[src/hdl/lpp_pkg.sv]
// ----------------------------------------------------------------------------
// lpp_pkg
// Shared types, register map and datapath command codes for the lift
// position PID controller.
// ----------------------------------------------------------------------------
package lpp_pkg;

  localparam int CFG_AW = 5;
  localparam int CFG_DW = 32;

  // register indexes (byte address = 4 * index)
  localparam logic [2:0] REG_GAIN_P_UP          = 3'd0;
  localparam logic [2:0] REG_GAIN_I_UP          = 3'd1;
  localparam logic [2:0] REG_GAIN_P_DOWN        = 3'd2;
  localparam logic [2:0] REG_GAIN_I_DOWN        = 3'd3;
  localparam logic [2:0] REG_INTEGRAL_DECAY     = 3'd4;
  localparam logic [2:0] REG_INTEGRAL_THRESHOLD = 3'd5;
  localparam logic [2:0] REG_TRAVEL_BOTTOM      = 3'd6;
  localparam logic [2:0] REG_TRAVEL_TOP         = 3'd7;

  // shared multiplier operand selection
  localparam logic [2:0] MUL_NONE   = 3'd0;
  localparam logic [2:0] MUL_DEC_LO = 3'd1;
  localparam logic [2:0] MUL_DEC_HI = 3'd2;
  localparam logic [2:0] MUL_ERR_DT = 3'd3;
  localparam logic [2:0] MUL_ERR_GP = 3'd4;
  localparam logic [2:0] MUL_SUM_LO = 3'd5;
  localparam logic [2:0] MUL_SUM_HI = 3'd6;

  typedef struct packed {
    logic [15:0]        gain_p_up;
    logic [15:0]        gain_i_up;
    logic [15:0]        gain_p_down;
    logic [15:0]        gain_i_down;
    logic [15:0]        integral_decay;
    logic signed [23:0] integral_threshold;
    logic signed [23:0] travel_bottom;
    logic signed [23:0] travel_top;
  } cfg_t;

  typedef struct packed {
    logic signed [23:0] position;
    logic signed [23:0] target;
    logic [7:0]         elapsed_ms;
    logic               manual_mode;
    logic signed [7:0]  manual_power;
    logic               frozen;
    logic               encoder_reset;
  } in_beat_t;

  typedef struct packed {
    logic signed [7:0]  drive_power;
    logic signed [23:0] target_out;
    logic               moving_down;
    logic               reset_request;
  } out_beat_t;

  typedef struct packed {
    logic       load;
    logic       prep;
    logic [2:0] mul_sel;
    logic       acc_load;
    logic       decay;
    logic       integ;
    logic       raw_clr;
    logic       raw_add;
    logic       raw_shift;
    logic       out_load;
  } cmd_t;

endpackage

[src/hdl/lpp_in_if.sv]
// ----------------------------------------------------------------------------
// lpp_in_if
// Input channel: one control tick per beat.
// ----------------------------------------------------------------------------
interface lpp_in_if;
  logic               valid;
  logic               ready;
  logic signed [23:0] position;
  logic signed [23:0] target;
  logic [7:0]         elapsed_ms;
  logic               manual_mode;
  logic signed [7:0]  manual_power;
  logic               frozen;
  logic               encoder_reset;

  modport source (
    output valid, position, target, elapsed_ms, manual_mode, manual_power,
           frozen, encoder_reset,
    input  ready
  );
  modport sink (
    input  valid, position, target, elapsed_ms, manual_mode, manual_power,
           frozen, encoder_reset,
    output ready
  );
endinterface

[src/hdl/lpp_out_if.sv]
// ----------------------------------------------------------------------------
// lpp_out_if
// Result channel: one motor command per beat.
// ----------------------------------------------------------------------------
interface lpp_out_if;
  logic               valid;
  logic               ready;
  logic signed [7:0]  drive_power;
  logic signed [23:0] target_out;
  logic               moving_down;
  logic               reset_request;

  modport source (
    output valid, drive_power, target_out, moving_down, reset_request,
    input  ready
  );
  modport sink (
    input  valid, drive_power, target_out, moving_down, reset_request,
    output ready
  );
endinterface

[src/hdl/lpp_regs.sv]
// ----------------------------------------------------------------------------
// lpp_regs
// APB register file holding gains, decay, threshold and travel limits.
// ----------------------------------------------------------------------------
module lpp_regs (
  input  logic                       clk,
  input  logic                       rst_n,
  input  logic                       psel,
  input  logic                       penable,
  input  logic                       pwrite,
  input  logic [lpp_pkg::CFG_AW-1:0] paddr,
  input  logic [lpp_pkg::CFG_DW-1:0] pwdata,
  output logic [lpp_pkg::CFG_DW-1:0] prdata,
  output lpp_pkg::cfg_t              cfg
);

  lpp_pkg::cfg_t cfg_r;
  lpp_pkg::cfg_t cfg_nxt;
  logic          wr_en;
  logic [2:0]    idx;

  assign wr_en = psel & penable & pwrite;
  assign idx   = paddr[4:2];
  assign cfg   = cfg_r;

  always_comb begin
    cfg_nxt = cfg_r;
    if (wr_en) begin
      unique case (idx)
        lpp_pkg::REG_GAIN_P_UP:          cfg_nxt.gain_p_up          = pwdata[15:0];
        lpp_pkg::REG_GAIN_I_UP:          cfg_nxt.gain_i_up          = pwdata[15:0];
        lpp_pkg::REG_GAIN_P_DOWN:        cfg_nxt.gain_p_down        = pwdata[15:0];
        lpp_pkg::REG_GAIN_I_DOWN:        cfg_nxt.gain_i_down        = pwdata[15:0];
        lpp_pkg::REG_INTEGRAL_DECAY:     cfg_nxt.integral_decay     = pwdata[15:0];
        lpp_pkg::REG_INTEGRAL_THRESHOLD: cfg_nxt.integral_threshold = pwdata[23:0];
        lpp_pkg::REG_TRAVEL_BOTTOM:      cfg_nxt.travel_bottom      = pwdata[23:0];
        lpp_pkg::REG_TRAVEL_TOP:         cfg_nxt.travel_top         = pwdata[23:0];
        default:                         cfg_nxt = cfg_r;
      endcase
    end
  end

  always_ff @(posedge clk) begin
    if (!rst_n) begin
      cfg_r.gain_p_up          <= 16'd5374;
      cfg_r.gain_i_up          <= 16'd1114;
      cfg_r.gain_p_down        <= 16'd131;
      cfg_r.gain_i_down        <= 16'd328;
      cfg_r.integral_decay     <= 16'd57016;
      cfg_r.integral_threshold <= 24'sd500;
      cfg_r.travel_bottom      <= 24'sd0;
      cfg_r.travel_top         <= 24'sh7FFFFF;
    end else begin
      cfg_r <= cfg_nxt;
    end
  end

  always_comb begin
    unique case (idx)
      lpp_pkg::REG_GAIN_P_UP:          prdata = {16'd0, cfg_r.gain_p_up};
      lpp_pkg::REG_GAIN_I_UP:          prdata = {16'd0, cfg_r.gain_i_up};
      lpp_pkg::REG_GAIN_P_DOWN:        prdata = {16'd0, cfg_r.gain_p_down};
      lpp_pkg::REG_GAIN_I_DOWN:        prdata = {16'd0, cfg_r.gain_i_down};
      lpp_pkg::REG_INTEGRAL_DECAY:     prdata = {16'd0, cfg_r.integral_decay};
      lpp_pkg::REG_INTEGRAL_THRESHOLD:
        prdata = {{8{cfg_r.integral_threshold[23]}}, cfg_r.integral_threshold};
      lpp_pkg::REG_TRAVEL_BOTTOM:
        prdata = {{8{cfg_r.travel_bottom[23]}}, cfg_r.travel_bottom};
      lpp_pkg::REG_TRAVEL_TOP:
        prdata = {{8{cfg_r.travel_top[23]}}, cfg_r.travel_top};
      default:                         prdata = '0;
    endcase
  end

endmodule

[src/hdl/lpp_ctrl.sv]
// ----------------------------------------------------------------------------
// lpp_ctrl
// Sequencer for one control tick: steps the shared multiplier and owns the
// channel handshakes.
// ----------------------------------------------------------------------------
module lpp_ctrl (
  input  logic          clk,
  input  logic          rst_n,
  input  logic          in_valid,
  output logic          in_ready,
  output logic          out_valid,
  input  logic          out_ready,
  output lpp_pkg::cmd_t cmd
);

  localparam logic [3:0] S_IDLE = 4'd0;
  localparam logic [3:0] S_PREP = 4'd1;
  localparam logic [3:0] S_MA   = 4'd2;
  localparam logic [3:0] S_MB   = 4'd3;
  localparam logic [3:0] S_DEC  = 4'd4;
  localparam logic [3:0] S_INT  = 4'd5;
  localparam logic [3:0] S_P1   = 4'd6;
  localparam logic [3:0] S_P2   = 4'd7;
  localparam logic [3:0] S_P3   = 4'd8;
  localparam logic [3:0] S_FIN  = 4'd9;

  logic [3:0] state_r;
  logic [3:0] state_nxt;
  logic       out_valid_r;
  logic       out_valid_nxt;

  assign in_ready  = (state_r == S_IDLE);
  assign out_valid = out_valid_r;

  always_comb begin
    state_nxt = state_r;
    cmd       = '0;
    cmd.mul_sel = lpp_pkg::MUL_NONE;
    unique case (state_r)
      S_IDLE: begin
        if (in_valid) begin
          cmd.load  = 1'b1;
          state_nxt = S_PREP;
        end
      end
      S_PREP: begin
        cmd.prep  = 1'b1;
        state_nxt = S_MA;
      end
      S_MA: begin
        cmd.mul_sel = lpp_pkg::MUL_DEC_LO;
        state_nxt   = S_MB;
      end
      S_MB: begin
        cmd.acc_load = 1'b1;
        cmd.mul_sel  = lpp_pkg::MUL_DEC_HI;
        state_nxt    = S_DEC;
      end
      S_DEC: begin
        cmd.decay   = 1'b1;
        cmd.mul_sel = lpp_pkg::MUL_ERR_DT;
        state_nxt   = S_INT;
      end
      S_INT: begin
        cmd.integ   = 1'b1;
        cmd.mul_sel = lpp_pkg::MUL_ERR_GP;
        state_nxt   = S_P1;
      end
      S_P1: begin
        cmd.raw_clr = 1'b1;
        cmd.mul_sel = lpp_pkg::MUL_SUM_LO;
        state_nxt   = S_P2;
      end
      S_P2: begin
        cmd.raw_add = 1'b1;
        cmd.mul_sel = lpp_pkg::MUL_SUM_HI;
        state_nxt   = S_P3;
      end
      S_P3: begin
        cmd.raw_add   = 1'b1;
        cmd.raw_shift = 1'b1;
        state_nxt     = S_FIN;
      end
      S_FIN: begin
        // hold until the output register is free
        if (!out_valid_r || out_ready) begin
          cmd.out_load = 1'b1;
          state_nxt    = S_IDLE;
        end
      end
      default: state_nxt = S_IDLE;
    endcase
  end

  always_comb begin
    if (cmd.out_load) begin
      out_valid_nxt = 1'b1;
    end else if (out_ready) begin
      out_valid_nxt = 1'b0;
    end else begin
      out_valid_nxt = out_valid_r;
    end
  end

  always_ff @(posedge clk) begin
    if (!rst_n) begin
      state_r     <= S_IDLE;
      out_valid_r <= 1'b0;
    end else begin
      state_r     <= state_nxt;
      out_valid_r <= out_valid_nxt;
    end
  end

endmodule

[src/hdl/lpp_dp.sv]
// ----------------------------------------------------------------------------
// lpp_dp
// Datapath: target clamp, error, decaying integral, gain products through one
// shared 25x17 multiplier, and the power shaping into the output register.
// ----------------------------------------------------------------------------
module lpp_dp (
  input  logic                clk,
  input  logic                rst_n,
  input  lpp_pkg::cfg_t       cfg,
  input  lpp_pkg::cmd_t       cmd,
  input  lpp_pkg::in_beat_t   in_beat,
  output lpp_pkg::out_beat_t  out_beat
);

  localparam logic signed [64:0] DB_POS  = 65'sd1310720;   // 20.0 in Q.16
  localparam logic signed [64:0] DB_NEG  = -65'sd1310720;
  localparam logic signed [64:0] SAT_POS = 65'sd6619136;   // 101.0 in Q.16
  localparam logic signed [64:0] SAT_NEG = -65'sd6619136;
  localparam logic signed [48:0] SUM_MAX = 49'sh0_7FFF_FFFF_FFFF;
  localparam logic signed [7:0]  PW_MAX  = 8'sd100;
  localparam logic signed [7:0]  PW_MIN  = -8'sd100;

  lpp_pkg::in_beat_t  in_r;
  lpp_pkg::out_beat_t out_r;
  logic signed [23:0] tgt_r;
  logic signed [24:0] err_r;
  logic               le0_r;
  logic [47:0]        mag_r;
  logic               neg_r;
  logic signed [41:0] prod_r;
  logic [39:0]        acc_r;
  logic signed [48:0] dsum_r;
  logic signed [47:0] sum_r;
  logic signed [47:0] sum_nxt;
  logic               down_r;
  logic               down_nxt;
  logic signed [64:0] raw_r;

  logic signed [23:0] tgt_lo;
  logic signed [23:0] tgt_c;
  logic signed [24:0] mul_a;
  logic signed [16:0] mul_b;
  logic [15:0]        gp;
  logic [15:0]        gi;
  logic [63:0]        dec_total;
  logic [47:0]        dec_mag;
  logic signed [48:0] acc_sum;
  logic signed [64:0] prod_ext;
  logic signed [64:0] raw_sel;
  logic               in_db;
  logic               cut;
  logic [23:0]        neg_mag;
  logic signed [7:0]  pw;

  assign out_beat = out_r;

  // target clamp; bottom first so the top limit wins when they cross
  always_comb begin
    tgt_lo = (in_r.target < cfg.travel_bottom) ? cfg.travel_bottom : in_r.target;
    tgt_c  = (tgt_lo > cfg.travel_top) ? cfg.travel_top : tgt_lo;
  end

  assign gp = le0_r ? cfg.gain_p_down : cfg.gain_p_up;
  assign gi = le0_r ? cfg.gain_i_down : cfg.gain_i_up;

  always_comb begin
    case (cmd.mul_sel)
      lpp_pkg::MUL_DEC_LO: begin
        mul_a = $signed({1'b0, mag_r[23:0]});
        mul_b = $signed({1'b0, cfg.integral_decay});
      end
      lpp_pkg::MUL_DEC_HI: begin
        mul_a = $signed({1'b0, mag_r[47:24]});
        mul_b = $signed({1'b0, cfg.integral_decay});
      end
      lpp_pkg::MUL_ERR_DT: begin
        mul_a = err_r;
        mul_b = $signed({9'd0, in_r.elapsed_ms});
      end
      lpp_pkg::MUL_ERR_GP: begin
        mul_a = err_r;
        mul_b = $signed({1'b0, gp});
      end
      lpp_pkg::MUL_SUM_LO: begin
        mul_a = $signed({1'b0, sum_r[23:0]});
        mul_b = $signed({1'b0, gi});
      end
      lpp_pkg::MUL_SUM_HI: begin
        mul_a = $signed({sum_r[47], sum_r[47:24]});
        mul_b = $signed({1'b0, gi});
      end
      default: begin
        mul_a = '0;
        mul_b = '0;
      end
    endcase
  end

  // decay: round half away from zero on the magnitude
  always_comb begin
    dec_total = {24'd0, acc_r} + {prod_r[39:0], 24'd0} + 64'd32768;
    dec_mag   = dec_total[63:16];
  end

  // error under threshold: add with 48-bit saturation, else decayed sum
  always_comb begin
    acc_sum  = dsum_r + 49'(prod_r);
    sum_nxt  = sum_r;
    down_nxt = down_r;
    if (!in_r.manual_mode) begin
      down_nxt = le0_r;
      if (err_r < 25'(cfg.integral_threshold)) begin
        if (acc_sum[48] != acc_sum[47]) begin
          sum_nxt = acc_sum[48] ? ~SUM_MAX[47:0] : SUM_MAX[47:0];
        end else begin
          sum_nxt = acc_sum[47:0];
        end
      end else begin
        sum_nxt = dsum_r[47:0];
      end
    end
  end

  always_comb begin
    prod_ext = 65'(prod_r);
    if (cmd.raw_shift) begin
      prod_ext = prod_ext <<< 24;
    end
  end

  // power shaping: deadband, freeze, limit cutoffs, saturation, truncation
  always_comb begin
    raw_sel = in_r.manual_mode ? 65'(signed'({in_r.manual_power, 16'd0})) : raw_r;
    in_db   = (raw_sel > DB_NEG) && (raw_sel < DB_POS);
    cut     = !in_r.encoder_reset &&
              (((!raw_sel[64] && (raw_sel != '0)) && (in_r.position > cfg.travel_top)) ||
               (raw_sel[64] && (in_r.position < cfg.travel_bottom)));
    neg_mag = 24'd0 - raw_sel[23:0];
    if (in_db || in_r.frozen || cut) begin
      pw = '0;
    end else if (raw_sel >= SAT_POS) begin
      pw = PW_MAX;
    end else if (raw_sel <= SAT_NEG) begin
      pw = PW_MIN;
    end else if (!raw_sel[64]) begin
      pw = $signed({1'b0, raw_sel[22:16]});
    end else begin
      pw = 8'sd0 - $signed({1'b0, neg_mag[22:16]});
    end
  end

  always_ff @(posedge clk) begin
    if (!rst_n) begin
      sum_r  <= '0;
      down_r <= 1'b0;
    end else if (cmd.integ) begin
      sum_r  <= sum_nxt;
      down_r <= down_nxt;
    end
  end

  always_ff @(posedge clk) begin
    prod_r <= mul_a * mul_b;
    if (cmd.load) begin
      in_r <= in_beat;
    end
    if (cmd.prep) begin
      tgt_r <= in_r.manual_mode ? in_r.position : tgt_c;
      err_r <= 25'(tgt_c) - 25'(in_r.position);
      le0_r <= !((25'(tgt_c) - 25'(in_r.position)) > 25'sd0);
      mag_r <= sum_r[47] ? 48'd0 - sum_r : sum_r;
      neg_r <= sum_r[47];
    end
    if (cmd.acc_load) begin
      acc_r <= prod_r[39:0];
    end
    if (cmd.decay) begin
      dsum_r <= neg_r ? 49'sd0 - $signed({1'b0, dec_mag}) : $signed({1'b0, dec_mag});
    end
    if (cmd.raw_clr) begin
      raw_r <= 65'(prod_r);
    end else if (cmd.raw_add) begin
      raw_r <= raw_r + prod_ext;
    end
    if (cmd.out_load) begin
      out_r.drive_power   <= pw;
      out_r.target_out    <= tgt_r;
      out_r.moving_down   <= down_r;
      out_r.reset_request <= in_r.encoder_reset;
    end
  end

endmodule

[src/hdl/lift_position_pid_controller_core.sv]
// ----------------------------------------------------------------------------
// lift_position_pid_controller_core
// Lift position PI controller with decaying integral, deadband, freeze and
// travel-limit cutoffs.
// ----------------------------------------------------------------------------
// Usage:
//   in_if  : one control tick per beat (position, target, elapsed time, flags).
//   out_if : one beat per tick (drive power, target, direction, reset request).
//   cfg_*  : APB write/read of the eight registers at byte address 4*index;
//            write only while the block is idle.
// Sequencing: the sequencer steps one 25x17 multiplier through six products
//   (decay low/high, error*time, error*gain, integral low/high); a new tick
//   is taken only once the previous one has been loaded into the output register.
// The output register holds a result while out_if.ready is low; the next tick
//   is accepted meanwhile and waits in its last step until the register frees.
// Reset: synchronous, active low; integral and direction flag clear, registers
//   return to their defaults, no beat is pending.
// ----------------------------------------------------------------------------
module lift_position_pid_controller_core (
  input  logic                       clk,
  input  logic                       rst_n,
  lpp_in_if.sink                     in_if,
  lpp_out_if.source                  out_if,
  input  logic                       cfg_psel,
  input  logic                       cfg_penable,
  input  logic                       cfg_pwrite,
  input  logic [lpp_pkg::CFG_AW-1:0] cfg_paddr,
  input  logic [lpp_pkg::CFG_DW-1:0] cfg_pwdata,
  output logic [lpp_pkg::CFG_DW-1:0] cfg_prdata,
  output logic                       cfg_pready
);

  lpp_pkg::cfg_t      cfg;
  lpp_pkg::cmd_t      cmd;
  lpp_pkg::in_beat_t  in_beat;
  lpp_pkg::out_beat_t out_beat;

  assign cfg_pready = 1'b1;

  assign in_beat.position      = in_if.position;
  assign in_beat.target        = in_if.target;
  assign in_beat.elapsed_ms    = in_if.elapsed_ms;
  assign in_beat.manual_mode   = in_if.manual_mode;
  assign in_beat.manual_power  = in_if.manual_power;
  assign in_beat.frozen        = in_if.frozen;
  assign in_beat.encoder_reset = in_if.encoder_reset;

  assign out_if.drive_power   = out_beat.drive_power;
  assign out_if.target_out    = out_beat.target_out;
  assign out_if.moving_down   = out_beat.moving_down;
  assign out_if.reset_request = out_beat.reset_request;

  lpp_regs u_regs (
    .clk     (clk),
    .rst_n   (rst_n),
    .psel    (cfg_psel),
    .penable (cfg_penable),
    .pwrite  (cfg_pwrite),
    .paddr   (cfg_paddr),
    .pwdata  (cfg_pwdata),
    .prdata  (cfg_prdata),
    .cfg     (cfg)
  );

  lpp_ctrl u_ctrl (
    .clk       (clk),
    .rst_n     (rst_n),
    .in_valid  (in_if.valid),
    .in_ready  (in_if.ready),
    .out_valid (out_if.valid),
    .out_ready (out_if.ready),
    .cmd       (cmd)
  );

  lpp_dp u_dp (
    .clk      (clk),
    .rst_n    (rst_n),
    .cfg      (cfg),
    .cmd      (cmd),
    .in_beat  (in_beat),
    .out_beat (out_beat)
  );

endmodule
[src/flat_wrapper.sv]
// flat-port wrapper written by rule: the top's interface ports become plain ports
module lift_position_pid_controller_core_flat 
  (clk, rst_n, cfg_psel, cfg_penable, cfg_pwrite, cfg_paddr, cfg_pwdata, cfg_prdata, cfg_pready, in_if_valid, in_if_position, in_if_target, in_if_elapsed_ms, in_if_manual_mode, in_if_manual_power, in_if_frozen, in_if_encoder_reset, in_if_ready, out_if_valid, out_if_drive_power, out_if_target_out, out_if_moving_down, out_if_reset_request, out_if_ready);
  lpp_in_if in_if_i ();
  lpp_out_if out_if_i ();
  input  logic clk;
  input  logic rst_n;
  input  logic cfg_psel;
  input  logic cfg_penable;
  input  logic cfg_pwrite;
  input  logic [lpp_pkg::CFG_AW-1:0] cfg_paddr;
  input  logic [lpp_pkg::CFG_DW-1:0] cfg_pwdata;
  output logic [lpp_pkg::CFG_DW-1:0] cfg_prdata;
  output logic cfg_pready;
  input wire logic [$bits(in_if_i.valid)-1:0] in_if_valid;
  input wire logic [$bits(in_if_i.position)-1:0] in_if_position;
  input wire logic [$bits(in_if_i.target)-1:0] in_if_target;
  input wire logic [$bits(in_if_i.elapsed_ms)-1:0] in_if_elapsed_ms;
  input wire logic [$bits(in_if_i.manual_mode)-1:0] in_if_manual_mode;
  input wire logic [$bits(in_if_i.manual_power)-1:0] in_if_manual_power;
  input wire logic [$bits(in_if_i.frozen)-1:0] in_if_frozen;
  input wire logic [$bits(in_if_i.encoder_reset)-1:0] in_if_encoder_reset;
  output wire logic [$bits(in_if_i.ready)-1:0] in_if_ready;
  output wire logic [$bits(out_if_i.valid)-1:0] out_if_valid;
  output wire logic [$bits(out_if_i.drive_power)-1:0] out_if_drive_power;
  output wire logic [$bits(out_if_i.target_out)-1:0] out_if_target_out;
  output wire logic [$bits(out_if_i.moving_down)-1:0] out_if_moving_down;
  output wire logic [$bits(out_if_i.reset_request)-1:0] out_if_reset_request;
  input wire logic [$bits(out_if_i.ready)-1:0] out_if_ready;
  assign in_if_i.valid = in_if_valid;
  assign in_if_i.position = in_if_position;
  assign in_if_i.target = in_if_target;
  assign in_if_i.elapsed_ms = in_if_elapsed_ms;
  assign in_if_i.manual_mode = in_if_manual_mode;
  assign in_if_i.manual_power = in_if_manual_power;
  assign in_if_i.frozen = in_if_frozen;
  assign in_if_i.encoder_reset = in_if_encoder_reset;
  assign in_if_ready = in_if_i.ready;
  assign out_if_valid = out_if_i.valid;
  assign out_if_drive_power = out_if_i.drive_power;
  assign out_if_target_out = out_if_i.target_out;
  assign out_if_moving_down = out_if_i.moving_down;
  assign out_if_reset_request = out_if_i.reset_request;
  assign out_if_i.ready = out_if_ready;
  lift_position_pid_controller_core u_core (.clk(clk), .rst_n(rst_n), .in_if(in_if_i), .out_if(out_if_i), .cfg_psel(cfg_psel), .cfg_penable(cfg_penable), .cfg_pwrite(cfg_pwrite), .cfg_paddr(cfg_paddr), .cfg_pwdata(cfg_pwdata), .cfg_prdata(cfg_prdata), .cfg_pready(cfg_pready));
endmodule
[config.mk]
export PLATFORM = sky130hd
export DESIGN_NAME = lift_position_pid_controller_core_flat
export DESIGN_NICKNAME = d
export VERILOG_FILES = /design/src/hdl/lpp_pkg.sv /design/src/hdl/lpp_in_if.sv /design/src/hdl/lpp_out_if.sv /design/src/hdl/lpp_regs.sv /design/src/hdl/lpp_ctrl.sv /design/src/hdl/lpp_dp.sv /design/src/hdl/lift_position_pid_controller_core.sv /design/src/flat_wrapper.sv
export SDC_FILE = /design/constraint.sdc
export NUM_CORES = 2
export LEC_CHECK = 0
export BUFFER_PORTS_ARGS = -buffer_cell sky130_fd_sc_hd__buf_2
export CAP_MARGIN = 15
export CORE_MARGIN = 4
export CORE_UTILIZATION = 29
export CTS_CLUSTER_DIAMETER = 60
export DETAILED_ROUTE_END_ITERATION = 16
export GPL_TIMING_DRIVEN = 0
export PLACE_DENSITY = 0.52
export SYNTH_ARGS = -nofsm -noshare
export SYNTH_HDL_FRONTEND = slang
export SYNTH_SLANG_ARGS = --single-unit
[constraint.sdc]
create_clock -name clk -period 33.7 [get_ports clk]
set_input_delay 3.37 -clock clk [delete_from_list [all_inputs] [get_ports clk]]
set_output_delay 3.37 -clock clk [all_outputs]
set_load 0.1 [all_outputs]
==> results.txt <==
- The synthesized netlist occupies a cell area of 0.05315 mm^2.
* Number of setup buffers added after CTS: 0
- After routing, the total negative slack on setup checks comes to 0 ps.
- Drt first-iter violations: 4442
- Library cell occupying the most area in the post-synthesis netlist: sky130_fd_sc_hd__edfxtp_1
* Number of failing hold endpoints at the final stage: 0
- The number of global-route vias before repair was 45330.
- Dividing the detail-routed via count by the number of cells gives 5.303.
* Critical path launch point type: flip-flop
- Finish-stage setup viols: 0
* Die ar.: 0.1902 mm^2
* Most area-consuming cells after synthesis: sky130_fd_sc_hd__edfxtp_1, sky130_fd_sc_hd__fa_1, sky130_fd_sc_hd__dfxtp_1
- Clock latency of the later-clocked register in the worst-skew pair: 700 ps
- I/O pin count: 180
* CTS tree: done
- Slew of the pin with the lowest slew margin: 1557 ps
- The core region is 0.1815 mm^2.
- Summing all non-filler instances in the final layout gives an area of 0.06013 mm^2.
- Critical path's largest stage delay: 900 ps
- Number of sinks driven by the clock tree: 587
- In the synthesized netlist, the number of instances is 6026.
* Clock transition at the register clock pins on the worst setup and hold paths after CTS: 60 ps
- Portion of the clock cycle consumed by the worst path in the final layout: 32.44%
- Number of antenna violations at the first check in global routing: 6
* Fraction of the yosys area taken by sequential cells: 28.50%
* Post-DRT Antenna Nets: 0
- The tool flagged a number of max-cap violations equal to 0.
- The run finished, with violations left.
* Count of nets after finishing: 7182
- The average instance in the mapped netlist occupies 8.819 um^2.
* Final global-route overflow total: 0
- Summed over its instances, the top area cell type makes up 19.15% of the synthesized netlist area.
* TritonCTS Buffers: 83
- Period minus WS final: 10930 ps
- Max VDD drop: 0.00003681 V
* Std cell rows: 156
- Endpoint kind of the worst setup timing path: flip-flop
- Yosys warning total: 0
- In the final layout, the multi-input gates occupy 0.03424 mm^2.
- The max-slew violation count is 5.
- CTS root buffer: sky130_fd_sc_hd__clkbuf_16
- In this run the cell area measured after placement is 0.05730 mm^2.
- Initial core utilization: 29.28%
- The H-tree generated during clock tree synthesis spans 3 levels.
* Async set-reset flop share out of synthesis: 0%
* Number of enable-type register cells in the synthesized netlist: 339
- Fraction of layout cells with a size suffix above 1: 8.053%
* Area Overhead vs Synth: 13.13%
* Number of instances resized during post-cts repair: 0
- For this design, the slowest cell found on the critical path is sky130_fd_sc_hd__o31ai_1.
- The floorplan step set the die height to 436.1 um.
* Mapped Nets: 6908
- Global routing used 21.14% of the available tracks across all layers.
- Setup repair after global routing left no endpoint under its margin.
- Leakage power: 25.67 nW
* Area occupied by registers: 0.01514 mm^2
- Total routed wirelength: 206100 um
- Total Power: 2.869 mW
* Highest clock rate: 91.48 MHz
* Wire length of the first global-routing pass: 304000 um
- During placement, the flow inserted port buffers numbering 149.
* Floorplan die width: 436.1 um
- Summed over all nets, the half-perimeter wirelength after detailed placement is 167900 um.
- Layout Skew: 29.61 ps
* Detailed-route DRC error count: 0
* Failing checks: max-slew violations
- Weighted congestion at the end of routability-driven global placement: 0.9876
- Before antenna repair, the detailed router went through 6 iterations.
- Critical Path RT: 34310 ps
* Fillers: 19030
- Crit path top cell by count: sky130_fd_sc_hd__fa_1
* Crit path DAT: 11540 ps
- Hold buffer count at cts: 0
- The clock passes through at most 3 buffers.
* Number of storage elements in the synthesis netlist: 587
* Top flip-flop cell by instance count after synthesis: sky130_fd_sc_hd__edfxtp_1
- Critical path fanouts, max: 10
- PwrDens: 47.71 mW/mm^2
- Entering global routing, the biggest net connects 41 pins.
- Dividing the detail-routed wire length by the instance count gives 23.57 um.
- The tightest min-delay check is of the flip-flop to flip-flop type.
* Type of the setup path with the least slack: flip-flop to flip-flop
- The detailed router placed 46370 vias in this run.
- Worst rel slew slack: -3.793%
- Distinct cell type count after synthesis: 89
==> final timing paths <==
kind	startpoint	end	slack (ps)	cells past startpoint
min	u_core.u_dp.tgt_r[19]	u_core.u_dp.out_beat[21]	420	0
min reg2reg	u_core.u_dp.tgt_r[19]	u_core.u_dp.out_beat[21]	420	0
max	u_core.u_dp.le0_r	u_core.u_dp.prod_r[41]	22770	30
max reg2reg	u_core.u_dp.le0_r	u_core.u_dp.prod_r[41]	22770	30
==> layout make-up <==
class,instances,area share (%)
Timing Repair Buffer,189,1.852
Inverter,680,4.245
Sequential cell,587,25.19
Clock inverter,58,1.005
Buffer,319,2.139
Tap cell,2370,4.932
Clock buffer,97,3.677
Antenna cell,3,0.01249
Multi-Input combinational cell,4440,56.95
==> power by group <==
group          internal, mW  switching (mW)  leakage [nW]
Clock                 0.520           0.375          1.37
Sequential            0.833           0.104          5.14
Combinational         0.367           0.671          19.2
==> Yosys cell counts, drive strengths merged (22+ instances only) <==
master  count
a211oi     32
a21o      165
a21oi     398
a221o      32
a221oi     46
a22o       26
a22oi      33
a31oi      37
and2       59
and3       31
buf        46
clkbuf    273
dfxtp     248
edfxtp    339
fa        394
ha        377
inv       680
mux2       63
mux2i      50
nand2     847
nand2b     53
nand3     129
nand4      69
nor2      421
nor2b      49
nor3       68
nor4       34
o211ai     77
o21a       39
o21ai     260
o21bai     26
o221a      24
o31ai      34
or2        22
or3        22
xnor2     212
xor2       88
==> sequential cells by signal (all words and copies together) (netlist names), 34 cells and up <==
register / flops
u_core.u_dp.dsum_r: 49
u_core.u_dp.in_r: 67
u_core.u_dp.mag_r: 48
u_core.u_dp.out_beat: 34
u_core.u_dp.prod_r: 42
u_core.u_dp.raw_r: 65
u_core.u_dp.sum_r: 48
u_core.u_regs.cfg: 152
==> layer usage <==
layer | vias up | GRT usage (%) | wire length, um
li1 | 21360 | - | -
met2 | 1720 | 33.31 | 92060
met4 | 0 | 10.29 | 11800
met3 | 404 | 2.690 | 12200
met1 | 22880 | 28.65 | 90000
met5 | - | 0 | 0
==> critical path, delay by kind of cell, from the launching register on <==
family | cells | cell delay [ps]
AO/OA/AOI/OAI | 13 | 3680
XOR/XNOR | 1 | 130
adder cells (fa/ha/maj) | 7 | 3630
buffers and inverters | 8 | 2850
flip-flops | 1 | 360
AND/OR/NAND/NOR | 1 | 140
==> kinds of logic after synthesis <==
family,after synthesis,share of synthesized area [%]
AND/OR/NAND/NOR,1854,15.66
AO/OA/AOI/OAI,1390,17.31
buffers and inverters,999,7.223
adder cells (fa/ha/maj),775,23.79
flip-flops,587,28.50
XOR/XNOR,300,4.944
multiplexers,120,2.573
other,1,0.007056
==> stage by stage <==
step                instances  utilization, %  hold WS [ps]  setup WS, ps
global placement         8545           31.32         404.2         14880
detailed placement       8585           31.57         405.2         22940
global route             8740           33.12         415.1         22490
CTS                      8740           33.12         412.7         22910
floorplan                6026               -         400.3         21500
finish                   8743           33.12         415.5         22770
==> placed cells by master, fill, tap and decap left out, types with 32 or more instances in the layout <==
| cell type | synthesis | final |
|---|---|---|
| sky130_fd_sc_hd__a211oi_1 | 32 | 32 |
| sky130_fd_sc_hd__a21o_1 | 165 | 165 |
| sky130_fd_sc_hd__a21oi_1 | 398 | 398 |
| sky130_fd_sc_hd__a221o_1 | 32 | 32 |
| sky130_fd_sc_hd__a221oi_1 | 46 | 39 |
| sky130_fd_sc_hd__a22oi_1 | 33 | 33 |
| sky130_fd_sc_hd__a31oi_1 | 37 | 37 |
| sky130_fd_sc_hd__and2_1 | 58 | 56 |
| sky130_fd_sc_hd__buf_2 | 0 | 152 |
| sky130_fd_sc_hd__buf_4 | 19 | 45 |
| sky130_fd_sc_hd__clkbuf_1 | 265 | 272 |
| sky130_fd_sc_hd__clkbuf_16 | 0 | 84 |
| sky130_fd_sc_hd__dfxtp_1 | 248 | 248 |
| sky130_fd_sc_hd__edfxtp_1 | 339 | 339 |
| sky130_fd_sc_hd__fa_1 | 394 | 394 |
| sky130_fd_sc_hd__ha_1 | 377 | 377 |
| sky130_fd_sc_hd__inv_1 | 679 | 679 |
| sky130_fd_sc_hd__mux2_2 | 63 | 63 |
| sky130_fd_sc_hd__mux2i_1 | 50 | 50 |
| sky130_fd_sc_hd__nand2_1 | 847 | 846 |
| sky130_fd_sc_hd__nand2b_1 | 52 | 52 |
| sky130_fd_sc_hd__nand3_1 | 129 | 129 |
| sky130_fd_sc_hd__nand4_1 | 69 | 69 |
| sky130_fd_sc_hd__nor2_1 | 421 | 420 |
| sky130_fd_sc_hd__nor2b_1 | 49 | 49 |
| sky130_fd_sc_hd__nor3_1 | 68 | 66 |
| sky130_fd_sc_hd__nor4_1 | 33 | 33 |
| sky130_fd_sc_hd__o211ai_1 | 77 | 77 |
| sky130_fd_sc_hd__o21a_1 | 39 | 39 |
| sky130_fd_sc_hd__o21ai_0 | 256 | 256 |
| sky130_fd_sc_hd__o31ai_1 | 34 | 34 |
| sky130_fd_sc_hd__xnor2_1 | 212 | 212 |
| sky130_fd_sc_hd__xor2_1 | 88 | 88 |
Note: power is estimated with default switching activity, not from simulation.
